### config.mk
export PLATFORM = sky130hd
export DESIGN_NAME = tile_inverse_predictor
export DESIGN_NICKNAME = d
export VERILOG_FILES = /design/src/rtl/tip_pkg.sv /design/src/rtl/tip_ram.sv /design/src/rtl/tile_inverse_predictor.sv
export SDC_FILE = /design/constraint.sdc
export NUM_CORES = 2
export LEC_CHECK = 0
export BUFFER_PORTS_ARGS = -buffer_cell sky130_fd_sc_hd__buf_2
export CORE_ASPECT_RATIO = 2
export CORE_MARGIN = 4
export CORE_UTILIZATION = 25
export DETAILED_ROUTE_END_ITERATION = 16
export PLACE_DENSITY = 0.4
export SLEW_MARGIN = 20
export SYNTH_ARGS = -nofsm -noshare
export SYNTH_HDL_FRONTEND = slang
export SYNTH_HIERARCHICAL = 1
export SYNTH_SLANG_ARGS = --single-unit
### constraint.sdc
create_clock -name clk -period 23.5 [get_ports clk]
set_input_delay 1.175 -clock clk [delete_from_list [all_inputs] [get_ports clk]]
set_output_delay 1.175 -clock clk [all_outputs]
set_load 0.05 [all_outputs]
### src/rtl/tip_pkg.sv
package tip_pkg;

  // Largest tile row the row store holds
  localparam int TIP_MAX_TILE_WIDTH = 256;

  localparam int SAMPLE_W = 16;
  localparam int CODE_W   = 16;
  localparam int CFG_IDX_W = 3;

  localparam logic [SAMPLE_W-1:0] MASK8  = 16'h00FF;
  localparam logic [SAMPLE_W-1:0] MASK16 = 16'hFFFF;

  // Configuration register indexes
  localparam logic [CFG_IDX_W-1:0] REG_TILE_WIDTH     = 3'd0;
  localparam logic [CFG_IDX_W-1:0] REG_TILE_HEIGHT    = 3'd1;
  localparam logic [CFG_IDX_W-1:0] REG_WIDE_SAMPLES   = 3'd2;
  localparam logic [CFG_IDX_W-1:0] REG_PREDICTOR_MODE = 3'd3;
  localparam logic [CFG_IDX_W-1:0] REG_ZIGZAG_ENABLE  = 3'd4;
  localparam logic [CFG_IDX_W-1:0] REG_RESIDUAL_BIAS  = 3'd5;

  // Predictor codes; the unused code behaves as Lorenzo 2D
  localparam logic [1:0] PRED_LORENZO = 2'd0;
  localparam logic [1:0] PRED_DIFF_X  = 2'd1;
  localparam logic [1:0] PRED_DIFF_Y  = 2'd2;

  function automatic logic [SAMPLE_W-1:0] sample_mask(input logic wide);
    return wide ? MASK16 : MASK8;
  endfunction

  // Zigzag-decode (optional) and add the bias, wrapped to the sample width
  function automatic logic [SAMPLE_W-1:0] decode_residual(
    input logic [CODE_W-1:0]   code,
    input logic                wide,
    input logic                zigzag,
    input logic [SAMPLE_W-1:0] bias
  );
    logic [SAMPLE_W-1:0] mask;
    logic [SAMPLE_W-1:0] z;
    logic [SAMPLE_W-1:0] d;
    mask = sample_mask(wide);
    z = code & mask;
    d = zigzag ? (((z >> 1) ^ {SAMPLE_W{z[0]}}) & mask) : z;
    return (d + bias) & mask;
  endfunction

  // Sign-extend from the sample width
  function automatic logic [SAMPLE_W-1:0] extend_sample(
    input logic [SAMPLE_W-1:0] v,
    input logic                wide
  );
    return wide ? v : {{(SAMPLE_W-8){v[7]}}, v[7:0]};
  endfunction

endpackage

### src/rtl/tip_ram.sv
module tip_ram #(
  parameter int WIDTH = 16,
  parameter int DEPTH = 256
) (
  input  logic                     clk,
  input  logic                     wr_en,
  input  logic [$clog2(DEPTH)-1:0] wr_addr,
  input  logic [WIDTH-1:0]         wr_data,
  input  logic                     rd_en,
  input  logic [$clog2(DEPTH)-1:0] rd_addr,
  output logic [WIDTH-1:0]         rd_data
);

  logic [WIDTH-1:0] mem [DEPTH];

  // Write port
  always_ff @(posedge clk) begin
    if (wr_en) begin
      mem[wr_addr] <= wr_data;
    end
  end

  // Registered read port; returns old data on a same-address write
  always_ff @(posedge clk) begin
    if (rd_en) begin
      rd_data <= mem[rd_addr];
    end
  end

endmodule

### src/rtl/tile_inverse_predictor.sv
// Inverse Lorenzo / difference predictor for one tile in raster order. The block takes one
// residual code per cycle unless code_stall holds it, and returns one reconstructed sample
// per code, sign-extended to 16 bits, with tile_done on the tile's last pixel. When a code
// is taken, the row store read (the value above) is registered together with the code in
// the pixel stage; when the pixel stage fires, the decode and predictor add load the result
// register that drives value. Requests flow back to back while the output does not stall; a
// write to the same row store entry by the previous pixel (one-pixel rows) is forwarded.
// Configuration must be written only while the block is idle (the block does not enforce
// this); the row store is not cleared, so keep tile_width fixed within a tile.
module tile_inverse_predictor #(
  parameter int MAX_TILE_WIDTH = tip_pkg::TIP_MAX_TILE_WIDTH
) (
  input  logic                              clk,
  input  logic                              rst,
  // Configuration writes
  input  logic                              cfg_valid,
  output logic                              cfg_ready,
  input  logic [tip_pkg::CFG_IDX_W-1:0]     cfg_index,
  input  logic [15:0]                       cfg_data,
  // Residual codes
  input  logic                              code_valid,
  output logic                              code_stall,
  input  logic [tip_pkg::CODE_W-1:0]        code,
  // Reconstructed samples
  output logic                              result_valid,
  input  logic                              result_stall,
  output logic signed [tip_pkg::SAMPLE_W-1:0] value,
  output logic                              tile_done
);

  import tip_pkg::*;

  localparam int CW = $clog2(MAX_TILE_WIDTH);
  localparam int EW = $clog2(MAX_TILE_WIDTH + 1);
  localparam int LW = (EW > 9) ? EW : 9;

  // Configuration registers
  logic [8:0]          tile_width;
  logic [15:0]         tile_height;
  logic                wide_samples;
  logic [1:0]          predictor_mode;
  logic                zigzag_enable;
  logic [SAMPLE_W-1:0] residual_bias;

  // Raster position
  logic [CW-1:0]       column_count;
  logic [15:0]         row_count;

  // Pixel stage
  logic                s1_valid;
  logic [CODE_W-1:0]   s1_code;
  logic [CW-1:0]       s1_col;
  logic                s1_col_first;
  logic                s1_row_first;
  logic                s1_last_col;
  logic                s1_last_row;
  logic                fwd_hit;
  logic [SAMPLE_W-1:0] fwd_value;

  // Neighbor state
  logic [SAMPLE_W-1:0] left_value;
  logic [SAMPLE_W-1:0] upper_left_value;

  logic                code_accept;
  logic                s1_fire;
  logic [LW-1:0]       width_ext;
  logic [LW-1:0]       width_eff;
  logic [CW-1:0]       width_m1;
  logic [15:0]         height_m1;
  logic [CW-1:0]       col;
  logic                last_col;
  logic                last_row;
  logic [SAMPLE_W-1:0] ram_rd_data;
  logic [SAMPLE_W-1:0] n;
  logic [SAMPLE_W-1:0] wv;
  logic [SAMPLE_W-1:0] nw;
  logic [SAMPLE_W-1:0] a;
  logic [SAMPLE_W-1:0] sum;
  logic [SAMPLE_W-1:0] v;

  assign cfg_ready = 1'b1;

  // Decode register writes
  always_ff @(posedge clk) begin
    if (rst) begin
      tile_width     <= 9'd64;
      tile_height    <= 16'd64;
      wide_samples   <= 1'b1;
      predictor_mode <= PRED_LORENZO;
      zigzag_enable  <= 1'b1;
      residual_bias  <= '0;
    end else if (cfg_valid && cfg_ready) begin
      unique case (cfg_index)
        REG_TILE_WIDTH:     tile_width     <= cfg_data[8:0];
        REG_TILE_HEIGHT:    tile_height    <= cfg_data;
        REG_WIDE_SAMPLES:   wide_samples   <= cfg_data[0];
        REG_PREDICTOR_MODE: predictor_mode <= cfg_data[1:0];
        REG_ZIGZAG_ENABLE:  zigzag_enable  <= cfg_data[0];
        REG_RESIDUAL_BIAS:  residual_bias  <= cfg_data;
        default: ;
      endcase
    end
  end

  // Handshake: the pixel stage drains into the result register
  assign s1_fire     = s1_valid && (!result_valid || !result_stall);
  assign code_stall  = s1_valid && !s1_fire;
  assign code_accept = code_valid && !code_stall;

  // Clamp width and height, locate the incoming pixel
  always_comb begin
    width_ext = LW'(tile_width);
    if (width_ext == '0) begin
      width_eff = LW'(1);
    end else if (width_ext > LW'(MAX_TILE_WIDTH)) begin
      width_eff = LW'(MAX_TILE_WIDTH);
    end else begin
      width_eff = width_ext;
    end
    width_m1  = CW'(width_eff - LW'(1));
    height_m1 = (tile_height == 16'd0) ? 16'd0 : tile_height - 16'd1;
    col       = (column_count > width_m1) ? width_m1 : column_count;
    last_col  = (col == width_m1);
    last_row  = (row_count >= height_m1);
  end

  // Advance the raster position on each request
  always_ff @(posedge clk) begin
    if (rst) begin
      column_count <= '0;
      row_count    <= '0;
    end else if (code_accept) begin
      if (last_col) begin
        column_count <= '0;
        row_count    <= last_row ? 16'd0 : row_count + 16'd1;
      end else begin
        column_count <= col + CW'(1);
      end
    end
  end

  // Load the pixel stage
  always_ff @(posedge clk) begin
    if (rst) begin
      s1_valid <= 1'b0;
    end else if (code_accept) begin
      s1_valid <= 1'b1;
    end else if (s1_fire) begin
      s1_valid <= 1'b0;
    end
  end

  always_ff @(posedge clk) begin
    if (code_accept) begin
      s1_code      <= code;
      s1_col       <= col;
      s1_col_first <= (col == '0);
      s1_row_first <= (row_count == 16'd0);
      s1_last_col  <= last_col;
      s1_last_row  <= last_row;
      fwd_hit      <= s1_fire && (s1_col == col);
      fwd_value    <= v;
    end
  end

  // Row store: one entry per column, read ahead for the incoming pixel
  tip_ram #(
    .WIDTH (SAMPLE_W),
    .DEPTH (MAX_TILE_WIDTH)
  ) u_row_above (
    .clk     (clk),
    .wr_en   (s1_fire),
    .wr_addr (s1_col),
    .wr_data (v),
    .rd_en   (code_accept),
    .rd_addr (col),
    .rd_data (ram_rd_data)
  );

  // Gather neighbors; outside the tile they are zero
  always_comb begin
    n  = s1_row_first ? '0 : (fwd_hit ? fwd_value : ram_rd_data);
    wv = s1_col_first ? '0 : left_value;
    nw = (s1_row_first || s1_col_first) ? '0 : upper_left_value;
    a  = decode_residual(s1_code, wide_samples, zigzag_enable, residual_bias);
  end

  // Invert the predictor
  always_comb begin
    case (predictor_mode)
      PRED_DIFF_X: sum = a + wv;
      PRED_DIFF_Y: sum = a + n;
      default:     sum = a + n + wv - nw;
    endcase
    v = sum & sample_mask(wide_samples);
  end

  // Carry neighbors along the row, drop them at row end
  always_ff @(posedge clk) begin
    if (rst) begin
      left_value       <= '0;
      upper_left_value <= '0;
    end else if (s1_fire) begin
      left_value       <= s1_last_col ? '0 : v;
      upper_left_value <= s1_last_col ? '0 : n;
    end
  end

  // Result register
  always_ff @(posedge clk) begin
    if (rst) begin
      result_valid <= 1'b0;
    end else if (s1_fire) begin
      result_valid <= 1'b1;
    end else if (!result_stall) begin
      result_valid <= 1'b0;
    end
  end

  always_ff @(posedge clk) begin
    if (s1_fire) begin
      value     <= extend_sample(v, wide_samples);
      tile_done <= s1_last_col && s1_last_row;
    end
  end

endmodule
==> out/qor.csv <==
stage;metric;value;unit
global_routing;grt met3 use;0.0158;
critical_path;Setup CP Type;flip-flop to flip-flop;
power_and_ir_drop;Pint;18.3;mW
timing;RSZ-0062 raised after global routing;false;
synth;Yosys top cell by area;edfxtp_1;
synth;Synth area leaders;edfxtp_1 74%, mux4_2 11%, mux2i_1 3.4%, o221ai_1 1.3%, dfxtp_1 1.2%;
synth;Syn Nets;8829;
die;I/O pins;60;
critical_path;Max FO, Critical Path;65;
critical_path;R2R Setup Slk;13380;ps
worst_hold_path;Min-Delay Path Class;input port to flip-flop;
clocking;TritonCTS buffer count;376;
synth;Synth top cells by count;4174 x edfxtp_1, 797 x mux4_2, 587 x mux2i_1, 433 x nor2_1, 282 x a21oi_1;
job;maxcap violations;0;
timing;setup tns final;0;ps
timing;slack of the critical path;13380;ps
timing;Tcrit/Tclk final;0.430;
synth;Avg Cell Area, Syn;19.6;sq um
clocking;CTS HTree Levels;5;
global_routing;grt met2 use;0.331;
clocking;CTS clk-pin slew, worst paths;70;ps
clocking;CTS Hold Bufs;0;
die;row cnt;428;
clocking;post-CTS sizing;0;
timing;Final Hold Fails;0;
die;Core Area;679000;sq um
timing;setup violators final;0;
drt;DRT antenna net count;0;
global_routing;initial antenna violation count;26;
synth;ys async rst share;0;
synth;Ys Warns;6;
power_and_ir_drop;power share of the combinational group;0.325;
critical_path;Required @ worst endpoint;24190;ps
worst_hold_path;Hold Path End;s1_code[5]$_DFFE_PP_;
finish;area grow syn2layout;15.6;%
critical_path;FF-to-FF Start;tile_width[2]$_SDFFE_PP0P_;
timing;fin crit period;10120;ps
power_and_ir_drop;Leak;59.9;nW
finish;final core occ;0.290;
die;die span in x;592;microns
finish;fillers;67021;
synth;top-area cell type share of the netlist area;0.736;
power_and_ir_drop;NetSw;10.6;mW
global_routing;vias in the first global route;92081;
global_routing;first-pass GRT wire length;809000;microns
outcome;outcome;finished clean;
die;initial core utilization;0.251;
synth;EDFF count, synth;4174;
synth;Mapped Cells;8676;
clocking;Clock Tree Buf Depth;4;
synth;count leader, synth;edfxtp_1;
synth;sequential-to-total area share from yosys stat;0.748;
drt;drt drc;0;
place;port buffer count;58;
power_and_ir_drop;clock network fraction of total power;0.223;
power_and_ir_drop;register share of total power;0.452;
clocking;Skew-Pair Late Insertion Delay;970;ps
power_and_ir_drop;Peak VDD IR;0.000390;V
global_routing;global route hottest layer;met2;
global_routing;met1 usage;0.176;
clocking;Root Driver;clkbuf_16;
drt;routed vias;88260;
clocking;post-CTS setup buffer count;0;
finish;share of cells above drive strength 1;0.245;
finish;post-layout net count;9213;
global_routing;GRT overflow;0;
die;Die Ht;1180;microns
critical_path;crit path DAT;10810;ps
synth;number of synthesized register bits;4277;
power_and_ir_drop;switch share;0.367;
place;pre-CTS setup slack;13270;ps
drt;Iter 0 DRT Violations;7935;
place;Placer Congestion;0.834;
synth;Synth Flop Type;edfxtp_1;
power_and_ir_drop;PwrDens;147;nW/um^2
drt;DRT Pass-1 Iters;6;
drt;detailed-route vias per instance;4.79;
critical_path;worst-case reg-to-reg path depth;23;
finish;Sequential Area;127000;sq um
timing;top achievable clock speed;0.0989;GHz
clocking;CTS tree;built;
critical_path;reg-to-reg endpoint;u_row_above/rd_data[4]$_DFFE_PP_;
global_routing;all-layer global routing usage;0.167;
power_and_ir_drop;Pwr Total;29.0;mW
timing;Slew @ Worst Pin;1290;ps
place;DP HPWL;389000;microns
timing;Slew Viols, Final;0;
finish;area of the multi-input gates;41300;sq um
synth;Mapped Area;170000;sq um
clocking;Sink Count;4277;
critical_path;crit end category;flip-flop;
drt;routed wire length;596000;microns
drt;drt wl/cell;32.3;microns
global_routing;largest net degree at the start of global routing;179;
worst_hold_path;WHS Path Cells;1;
critical_path;CP Launch Type;flip-flop;
synth;synth unique cells;90;
timing;clk_skew;67.0;ps
die;Die ar.;695000;sq um
timing;Max-slew headroom;0.134;
worst_hold_path;hold path start;code[5];
[registers in the layout, summed over array words and instances, names as in the netlist, 8 cells and up]
signal,cells
s1_col,8
s1_code,16
row_count,16
fwd_value,16
column_count,8
tile_height,16
left_value,16
tile_width,9
u_row_above/mem,4096
residual_bias,16
value,16
upper_left_value,16
u_row_above/rd_data,16
[worst max path at each step]
stage                                from                           endpoint  slack (ps)  cells past startpoint
2_1_floorplan        s1_code[0]$_DFFE_PP_             fwd_value[6]$_DFFE_PP_        6520                     16
3_3_place_gp   tile_width[2]$_SDFFE_PP0P_   u_row_above/rd_data[0]$_DFFE_PP_       11290                     23
3_5_place_dp   tile_width[2]$_SDFFE_PP0P_  u_row_above/rd_data[12]$_DFFE_PP_       13270                     22
4_1_cts        tile_width[2]$_SDFFE_PP0P_  u_row_above/rd_data[12]$_DFFE_PP_       13250                     22
5_1_grt        tile_width[2]$_SDFFE_PP0P_  u_row_above/rd_data[12]$_DFFE_PP_       12700                     22
6_report       tile_width[2]$_SDFFE_PP0P_   u_row_above/rd_data[4]$_DFFE_PP_       13380                     23
[cells in the final DEF, fill, tap and decap left out, drive strengths merged, types with 20 or more instances in the layout]
master	instances
a22o	35
a22oi	71
nor3	119
a211oi	39
o31ai	20
nand4	34
bufinv	49
clkbuf	449
nand2b	26
a221oi	33
inv	86
mux4	797
xor2	41
diode	35
o32ai	21
nand2	198
ha	95
clkinvlp	27
mux2	91
o221ai	257
xnor2	69
o21ai	92
edfxtp	4174
buf	511
o22ai	151
nor2b	25
a21o	31
dfxtp	103
nor2	442
clkinv	158
mux2i	588
nand3	62
nor4	29
a21oi	283
[cell families (layout without fill, tap and decap cells)]
kind of cell | after synthesis | after routing | share of synthesized area
XOR/XNOR | 110 | 110 | 0.00566
AO/OA/AOI/OAI | 1103 | 1103 | 0.0450
other | 1 | 36 | 0.0000220
adder cells (fa/ha/maj) | 113 | 113 | 0.00909
AND/OR/NAND/NOR | 1013 | 1013 | 0.0275
flip-flops | 4277 | 4277 | 0.748
buffers and inverters | 583 | 1280 | 0.0187
multiplexers | 1476 | 1476 | 0.146
[stage by stage]
stage,hold slack [ps],std cells,instance area [sq um]
5_1_grt,379,18413,197000
2_1_floorplan,441,8676,170000
3_5_place_dp,467,17710,184000
3_3_place_gp,456,17691,184000
4_1_cts,321,18401,197000
6_report,405,18438,197000
[cell type report]
| class | instances | share of cell area |
|---|---|---|
| sequential | 4277 | 0.647 |
| multi-input combinational | 3816 | 0.210 |
| tap | 9030 | 0.0574 |
| clock buffer | 449 | 0.0505 |
| timing repair buffer | 511 | 0.0204 |
| clock inverter | 242 | 0.0132 |
| inverter | 78 | 0.00173 |
| antenna | 35 | 0.000445 |
[power groups by stage]
| stage | clock network [mW] | logic, mW | registers (mW) |
|---|---|---|---|
| floorplan | 0 | 4.16 | 14.3 |
| global placement | 0 | 9.28 | 13.2 |
| finish | 6.47 | 9.41 | 13.1 |
| detailed placement | 0 | 9.72 | 13.3 |
| CTS | 6.65 | 9.72 | 13.1 |
| global route | 6.94 | 10.0 | 13.1 |
[critical path, cell delays in order, from the launching register on]
cell,delay [ps]
dfxtp_1,380
nor4_2,530
a31oi_1,170
or2_1,330
ha_1,290
a211o_1,290
nand2_1,160
inv_1,70
ha_1,280
nand4_1,130
o21bai_1,220
a21oi_2,750
a21oi_1,410
inv_8,610
buf_4,710
buf_4,640
buf_4,750
buf_4,680
mux4_2,580
mux4_2,540
a22o_1,370
o32ai_2,400
buf_4,260
nor4_2,50
[routing by layer]
layer	vias to the layer above	part of all wire
met3	728	0.034
met4	0	0.049
li1	36645	-
met5	-	0
met1	48624	0.35
met2	2263	0.57
Note: power is estimated with default switching activity, not from simulation.
